--- src/rtl/iprt_pkg.sv ---
package iprt_pkg;

	localparam int unsigned TABLE_DEPTH = 16;
	localparam int unsigned IDX_W = (TABLE_DEPTH > 1) ? $clog2(TABLE_DEPTH) : 1;
	localparam logic [IDX_W-1:0] LAST_IDX = IDX_W'(TABLE_DEPTH - 1);

	localparam logic REQ_WRITE = 1'b0;
	localparam logic REQ_LOOKUP = 1'b1;

	typedef enum logic [1:0] {
		ST_IDLE,
		ST_SCAN,
		ST_DRAIN,
		ST_DONE
	} state_t;

	typedef struct packed {
		logic [31:0] dest;
		logic [31:0] mask;
		logic [31:0] next_hop;
		logic [7:0]  metric;
		logic [3:0]  port;
	} entry_t;

	typedef struct packed {
		logic             wr_en;
		logic             init;
		logic             rd_en;
		logic [IDX_W-1:0] rd_idx;
		logic             out_en;
	} cmd_t;

endpackage

--- src/rtl/iprt_ctrl.sv ---
module iprt_ctrl (
	input  logic          clk,
	input  logic          arst_n,
	input  logic          start,
	input  logic          req_type,
	output logic          busy,
	output iprt_pkg::cmd_t cmd
);

	iprt_pkg::state_t state_q, state_d;
	logic [iprt_pkg::IDX_W-1:0] cnt_q, cnt_d;
	logic accept;

	assign accept = start && !busy;

	always_ff @(posedge clk or negedge arst_n) begin
		if (!arst_n) begin
			state_q <= iprt_pkg::ST_IDLE;
			cnt_q   <= '0;
		end else begin
			state_q <= state_d;
			cnt_q   <= cnt_d;
		end
	end

	always_comb begin
		state_d    = state_q;
		cnt_d      = cnt_q;
		busy       = 1'b1;
		cmd.wr_en  = 1'b0;
		cmd.init   = 1'b0;
		cmd.rd_en  = 1'b0;
		cmd.rd_idx = cnt_q;
		cmd.out_en = 1'b0;
		unique case (state_q)
			iprt_pkg::ST_IDLE: begin
				busy = 1'b0;
				if (start) begin
					if (req_type == iprt_pkg::REQ_LOOKUP) begin
						cmd.init = 1'b1;
						cnt_d    = '0;
						state_d  = iprt_pkg::ST_SCAN;
					end else begin
						cmd.wr_en = 1'b1;
					end
				end
			end
			iprt_pkg::ST_SCAN: begin
				cmd.rd_en = 1'b1;
				if (cnt_q == iprt_pkg::LAST_IDX) begin
					state_d = iprt_pkg::ST_DRAIN;
				end else begin
					cnt_d = cnt_q + 1'b1;
				end
			end
			iprt_pkg::ST_DRAIN: begin
				state_d = iprt_pkg::ST_DONE;
			end
			iprt_pkg::ST_DONE: begin
				cmd.out_en = 1'b1;
				state_d    = iprt_pkg::ST_IDLE;
			end
			default: begin
				state_d = iprt_pkg::ST_IDLE;
			end
		endcase
	end

	a_lookup_starts_scan: assert property (@(posedge clk) disable iff (!arst_n)
		accept && req_type == iprt_pkg::REQ_LOOKUP |=>
			state_q == iprt_pkg::ST_SCAN && cnt_q == '0)
		else $error("lookup transfer did not start a scan at entry zero");

	a_scan_steps: assert property (@(posedge clk) disable iff (!arst_n)
		state_q == iprt_pkg::ST_SCAN && cnt_q != iprt_pkg::LAST_IDX |=>
			state_q == iprt_pkg::ST_SCAN && cnt_q == $past(cnt_q) + 1'b1)
		else $error("scan skipped or repeated an entry");

	a_drain_then_result: assert property (@(posedge clk) disable iff (!arst_n)
		state_q == iprt_pkg::ST_SCAN && cnt_q == iprt_pkg::LAST_IDX |=>
			state_q == iprt_pkg::ST_DRAIN ##1 cmd.out_en)
		else $error("result not strobed after the last entry");

endmodule

--- src/rtl/iprt_dp.sv ---
module iprt_dp (
	input  logic           clk,
	input  logic           arst_n,
	input  iprt_pkg::cmd_t cmd,
	input  logic [3:0]     entry_slot,
	input  logic [31:0]    new_dest,
	input  logic [31:0]    new_mask,
	input  logic [31:0]    new_next_hop,
	input  logic [7:0]     new_metric,
	input  logic [3:0]     new_port,
	input  logic [31:0]    lookup_address,
	output logic           found,
	output logic [31:0]    route_dest,
	output logic [31:0]    route_next_hop,
	output logic [3:0]     route_port
);

	iprt_pkg::entry_t entry_q [iprt_pkg::TABLE_DEPTH];
	logic [iprt_pkg::TABLE_DEPTH-1:0] valid_q;

	iprt_pkg::entry_t rd_s1;
	logic valid_s1;
	logic cmp_en_s1;

	logic [31:0] addr_q;
	logic have_q;
	iprt_pkg::entry_t best_q;

	logic wr_hit;
	logic [iprt_pkg::IDX_W-1:0] wr_idx;
	iprt_pkg::entry_t wr_entry;
	logic match;
	logic better;

	assign wr_hit = cmd.wr_en && (32'(entry_slot) < iprt_pkg::TABLE_DEPTH);
	assign wr_idx = iprt_pkg::IDX_W'(entry_slot);

	always_comb begin
		wr_entry.dest     = new_dest;
		wr_entry.mask     = new_mask;
		wr_entry.next_hop = new_next_hop;
		wr_entry.metric   = new_metric;
		wr_entry.port     = new_port;
	end

	always_ff @(posedge clk) begin
		if (wr_hit) begin
			entry_q[wr_idx] <= wr_entry;
		end
		if (cmd.rd_en) begin
			rd_s1 <= entry_q[cmd.rd_idx];
		end
	end

	always_ff @(posedge clk or negedge arst_n) begin
		if (!arst_n) begin
			valid_q   <= '0;
			valid_s1  <= 1'b0;
			cmp_en_s1 <= 1'b0;
		end else begin
			if (wr_hit) begin
				valid_q[wr_idx] <= 1'b1;
			end
			cmp_en_s1 <= cmd.rd_en;
			if (cmd.rd_en) begin
				valid_s1 <= valid_q[cmd.rd_idx];
			end
		end
	end

	assign match = cmp_en_s1 && valid_s1 && ((addr_q & rd_s1.mask) == rd_s1.dest);
	assign better = !have_q || (rd_s1.metric < best_q.metric) ||
		((rd_s1.metric == best_q.metric) && (rd_s1.mask > best_q.mask));

	always_ff @(posedge clk or negedge arst_n) begin
		if (!arst_n) begin
			have_q <= 1'b0;
		end else if (cmd.init) begin
			have_q <= 1'b0;
		end else if (match) begin
			have_q <= 1'b1;
		end
	end

	always_ff @(posedge clk) begin
		if (cmd.init) begin
			addr_q <= lookup_address;
		end
		if (match && better) begin
			best_q <= rd_s1;
		end
	end

	assign found          = have_q;
	assign route_dest     = have_q ? best_q.dest : '0;
	assign route_next_hop = have_q ? best_q.next_hop : '0;
	assign route_port     = have_q ? best_q.port : '0;

	a_write_sets_valid: assert property (@(posedge clk) disable iff (!arst_n)
		wr_hit |=> valid_q[$past(wr_idx)])
		else $error("route write did not mark its slot valid");

	a_match_sets_found: assert property (@(posedge clk) disable iff (!arst_n)
		match && !cmd.init |=> have_q)
		else $error("matching entry lost");

endmodule

--- src/rtl/ipv4_route_table_lookup.sv ---
// ipv4 route table lookup
// command channel: an item is taken at a rising edge with start high and busy low.
// req_type selects a route write (entry_slot, new_* fields) or a lookup
// (lookup_address); the fields of the other kind are ignored.
// a write returns nothing; busy stays low, so another item may follow in the
// next cycle. a write to a slot beyond the table is dropped.
// a lookup scans the table one entry a cycle through a single read port:
// busy rises after the transfer; after the scan state and the drain state, done pulses
// for one cycle with found, route_dest, route_next_hop and route_port; busy is
// still high in that cycle and falls at the edge that ends it, so no new item is
// taken until a lookup is through.
// on a match the smallest metric wins, then the larger mask, then the lower slot;
// with no match found is low and the route fields are zero.
// the result holds until the next lookup is taken; the receiver cannot stall done.
// reset clears all valid bits and returns the controller to idle.
module ipv4_route_table_lookup (
	input  logic        clk,
	input  logic        arst_n,
	input  logic        start,
	output logic        busy,
	input  logic        req_type,
	input  logic [3:0]  entry_slot,
	input  logic [31:0] new_dest,
	input  logic [31:0] new_mask,
	input  logic [31:0] new_next_hop,
	input  logic [7:0]  new_metric,
	input  logic [3:0]  new_port,
	input  logic [31:0] lookup_address,
	output logic        done,
	output logic        found,
	output logic [31:0] route_dest,
	output logic [31:0] route_next_hop,
	output logic [3:0]  route_port
);

	iprt_pkg::cmd_t cmd;

	iprt_ctrl u_ctrl (
		.clk      (clk),
		.arst_n   (arst_n),
		.start    (start),
		.req_type (req_type),
		.busy     (busy),
		.cmd      (cmd)
	);

	iprt_dp u_dp (
		.clk            (clk),
		.arst_n         (arst_n),
		.cmd            (cmd),
		.entry_slot     (entry_slot),
		.new_dest       (new_dest),
		.new_mask       (new_mask),
		.new_next_hop   (new_next_hop),
		.new_metric     (new_metric),
		.new_port       (new_port),
		.lookup_address (lookup_address),
		.found          (found),
		.route_dest     (route_dest),
		.route_next_hop (route_next_hop),
		.route_port     (route_port)
	);

	assign done = cmd.out_en;

endmodule
--- config.mk ---
export PLATFORM = sky130hd
export DESIGN_NAME = ipv4_route_table_lookup
export DESIGN_NICKNAME = d
export VERILOG_FILES = /design/src/rtl/iprt_pkg.sv /design/src/rtl/iprt_ctrl.sv /design/src/rtl/iprt_dp.sv /design/src/rtl/ipv4_route_table_lookup.sv
export SDC_FILE = /design/constraint.sdc
export NUM_CORES = 2
export LEC_CHECK = 0
export BUFFER_PORTS_ARGS = -buffer_cell sky130_fd_sc_hd__buf_2
export CAP_MARGIN = 10
export CORE_UTILIZATION = 43
export DETAILED_ROUTE_END_ITERATION = 10
export GPL_ROUTABILITY_DRIVEN = 0
export HOLD_SLACK_MARGIN = 0.12
export MAX_ROUTING_LAYER = met4
export SYNTH_ARGS = -nofsm -noshare
export SYNTH_HDL_FRONTEND = slang
export SYNTH_SLANG_ARGS = --single-unit
--- constraint.sdc ---
create_clock -name clk -period 15.1 [get_ports clk]
set_input_delay 0.755 -clock clk [delete_from_list [all_inputs] [get_ports clk]]
set_output_delay 0.755 -clock clk [all_outputs]
set_load 0.02 [all_outputs]
==> impl_metrics.toml <==
[yosys]
ys_seq_area_frac = 0.797
synth.area.top_cells = "edfxtp_1, mux4_2, dfrtp_1, ha_1, and2_1"
synth_edf_count = 1976
yosysTopAreaCell = "edfxtp_1"
synth_top_area_share = 0.789
ys_warn_count = 0
async_flop_share = 0.0125
syn_avg_cell_area_um2 = 24.7
synth_nets = 3240
synth_flop_cell = "edfxtp_1"
syn_inst = 3047
ys_types = 41
synth_seq_cells = 2001
netlist_area_um2 = 75200

[detailed_routing]
wl_met3_mm = 9.44
wl_per_cell_um = 29.8
dr.pass1.iters = 5
highest_layer = "met4"
antenna_left = 0
wl_met1_mm = 75.5
vias = 33303
met2_length_mm = 88.2
via_per_inst = 5.62
drt-total-wl_mm = 177
drc = 0
drtIter0Drc = 3373

[worst_setup_path]
crit_type = "flip-flop to flip-flop"
startpoint_type = "flip-flop"
crit_required_ns = 15.63
rr_worst_depth = 5
cp_cell_sequence = "buf_4, buf_12, buf_4, mux4_2, mux4_2"
crit_path_max_incr_delay_ns = 1.04
crit_arrival_ns = 5.42
crit_fanout = 105
r2r_slack_ns = 10.21
critPathTopFamily = "buffers and inverters"
cp.buffers_inverters = 3
cp-end-kind = "flip-flop"
timing.rr.end = "u_dp.rd_s1[38]$_DFFE_PP_"
slowest_stage = "dfrtp_4"
r2r-start = "u_ctrl.cnt_q[0]$_DFFE_PN0P_"

[clocking]
clkLatencyLatePin_ns = 0.81
clock_sinks = 2001
path_clk_slew_ns = 0.06
clockBufferDepth = 3
cts_made_buffers = 198
cts_max_level = 4
cts_tree = "yes"
cts_resized = 0
cts-root-buf = "clkbuf_16"

[placed_design]
port-buffer-count = 218
hpwl_mm = 90.8
placed_cells = 5528

[power_and_ir_drop]
leakage_nw = 26.6
total_power_mw = 13.0
p_per_area_nw_per_um2 = 152
peakVddDrop_uv = 110

[min_path]
whs_path_depth = 1
min_from = "lookup_address[13]"
hold_end = "u_dp.addr_q[13]$_DFFE_PP_"
min-delay-path-class = "primary input to flip-flop"

[floorplan]
die_height_um = 420
io_pins = 219
rows = 153
chipWidth_um = 420
start_util = 0.433
die_area_um2 = 177000
coreArea_um2 = 174000

[sta]
fin_skew_ns = 0.0262
worst_slew_pin_slew_ns = 1.16
final_max_slew_viol_count = 0
max_slew_margin = 0.218
setup_violations = 0
rsz0062_at_grt = "false"
max_freq_ghz = 0.205
period_minus_slack_ns = 4.89
setup_tns_ns = 0
hold_violations = 0
finalCritPeriodShare = 0.324

[global_routing]
grt_pass1_wl_mm = 252
antenna_found_initial = 50
grt_overflow_total = 0
grt_pass1_vias = 34326
grtUsageTotal = 0.208
grt_max_degree = 151

[cells_and_area]
stdcell_count = 5922
drive_above_1_share = 0.316
nets = 3608
finish.utilization = 0.493
syn_to_final_growth_pct = 13.9

[outcome]
status = "finished clean"

[run]
cap_violations = 0
==> per-stage QoR <==
step                      cell area [um^2]  setup slack, ns  hold slack, ns
after floorplan                      75200             5.61           0.400
after global placement               79300            10.00           0.404
after detailed placement             79300             9.99           0.406
after CTS                            85600             9.96           0.122
after global routing                 85600             9.70           0.130
final                                85700            10.21           0.177
==> report_power, final <==
group / leakage [nW] / switching (mW) / total (mW) / internal [mW]
clock network: 2.99 / 2.03 / 4.70 / 2.67
registers: 18.1 / 0.180 / 6.56 / 6.38
logic: 5.50 / 0.869 / 1.73 / 0.856
==> cell usage in the layout, fill, tap and decap left out, types with 4 or more instances in the layout <==
master,count
nor2_1,8
nand2_1,55
clkinvlp_4,5
nor2_4,12
bufinv_16,12
nor4_1,7
xor2_1,5
nor3_1,4
inv_6,6
nor3_2,4
nand4_1,9
a21oi_1,16
dfrtp_4,5
clkinv_2,25
dlygate4sd3_1,12
buf_2,218
or2_2,16
and2_1,69
inv_1,47
dfrtp_1,20
clkbuf_16,205
edfxtp_1,1976
clkinv_1,59
buf_12,6
o21ai_0,11
nand3_1,9
ha_1,44
clkbuf_1,43
xnor2_1,27
diode_2,23
buf_4,63
mux4_2,545
==> registers in the layout, summed over array words and instances, names as in the netlist <==
register / cells
u_dp.addr_q: 32
u_dp.valid_s1: 1
u_dp.found: 1
u_ctrl.cnt_q: 4
u_dp.entry_q: 1728
u_dp.rd_s1: 108
u_dp.best_q: 108
u_dp.cmp_en_s1: 1
u_dp.valid_q: 16
u_ctrl.state_q: 2
==> synth_stat cells, types with 2 or more instances <==
cell type,instances
a211oi_1,2
a21oi_1,16
and2_1,69
buf_1,3
buf_2,48
buf_4,5
buf_6,6
clkbuf_1,69
dfrtp_1,25
edfxtp_1,1976
ha_1,45
inv_1,47
mux4_2,545
nand2_1,55
nand2b_1,2
nand3_1,9
nand4_1,9
nor2_1,20
nor2b_1,2
nor3_1,8
nor4_1,7
o211ai_1,2
o21ai_0,11
o21bai_1,2
o31ai_1,2
or2_2,16
or4_1,2
xnor2_1,27
xor2_1,5
==> cell families after synthesis <==
group / after synthesis / synth area share
flops: 2001 / 0.797
mux: 547 / 0.163
simple gates: 202 / 0.0141
buf+inv: 178 / 0.0105
fa+ha+maj: 45 / 0.00749
compound gates: 42 / 0.00338
xor+xnor: 32 / 0.00373
==> area by class of cell <==
class                           count  area, um^2
Clock buffer                      248        5290
Multi-Input combinational cell    868       14600
Tap cell                         2325        2910
Clock inverter                    111         858
Fill cell                       13945       88200
Antenna cell                       23        57.6
Sequential cell                  2001       60000
Inverter                           47         176
Timing Repair Buffer              299        1800
==> layer usage <==
layer	GRT usage	up-vias
li1	-	13771
met3	0.0337	249
met2	0.334	966
met1	0.283	18317
met4	0.0458	0
met5	-	-
==> repair_timing <==
action,4_1_cts,5_1_grt
hold buffers,12,0
buffers inserted,0,0
hold endpoints to repair,36,0
==> worst max path at each step <==
stage	end	start	cells past startpoint
finish	u_dp.rd_s1[38]$_DFFE_PP_	u_ctrl.cnt_q[0]$_DFFE_PN0P_	5
global route	u_dp.rd_s1[41]$_DFFE_PP_	u_ctrl.cnt_q[0]$_DFFE_PN0P_	5
CTS	u_dp.rd_s1[38]$_DFFE_PP_	u_ctrl.cnt_q[0]$_DFFE_PN0P_	5
detailed placement	u_dp.rd_s1[33]$_DFFE_PP_	u_ctrl.cnt_q[0]$_DFFE_PN0P_	5
global placement	u_dp.rd_s1[34]$_DFFE_PP_	u_ctrl.cnt_q[0]$_DFFE_PN0P_	5
floorplan	u_dp.valid_q[0]$_DFFE_PN0P_	req_type	4
No activity file was read; power rests on OpenSTA's default activity.
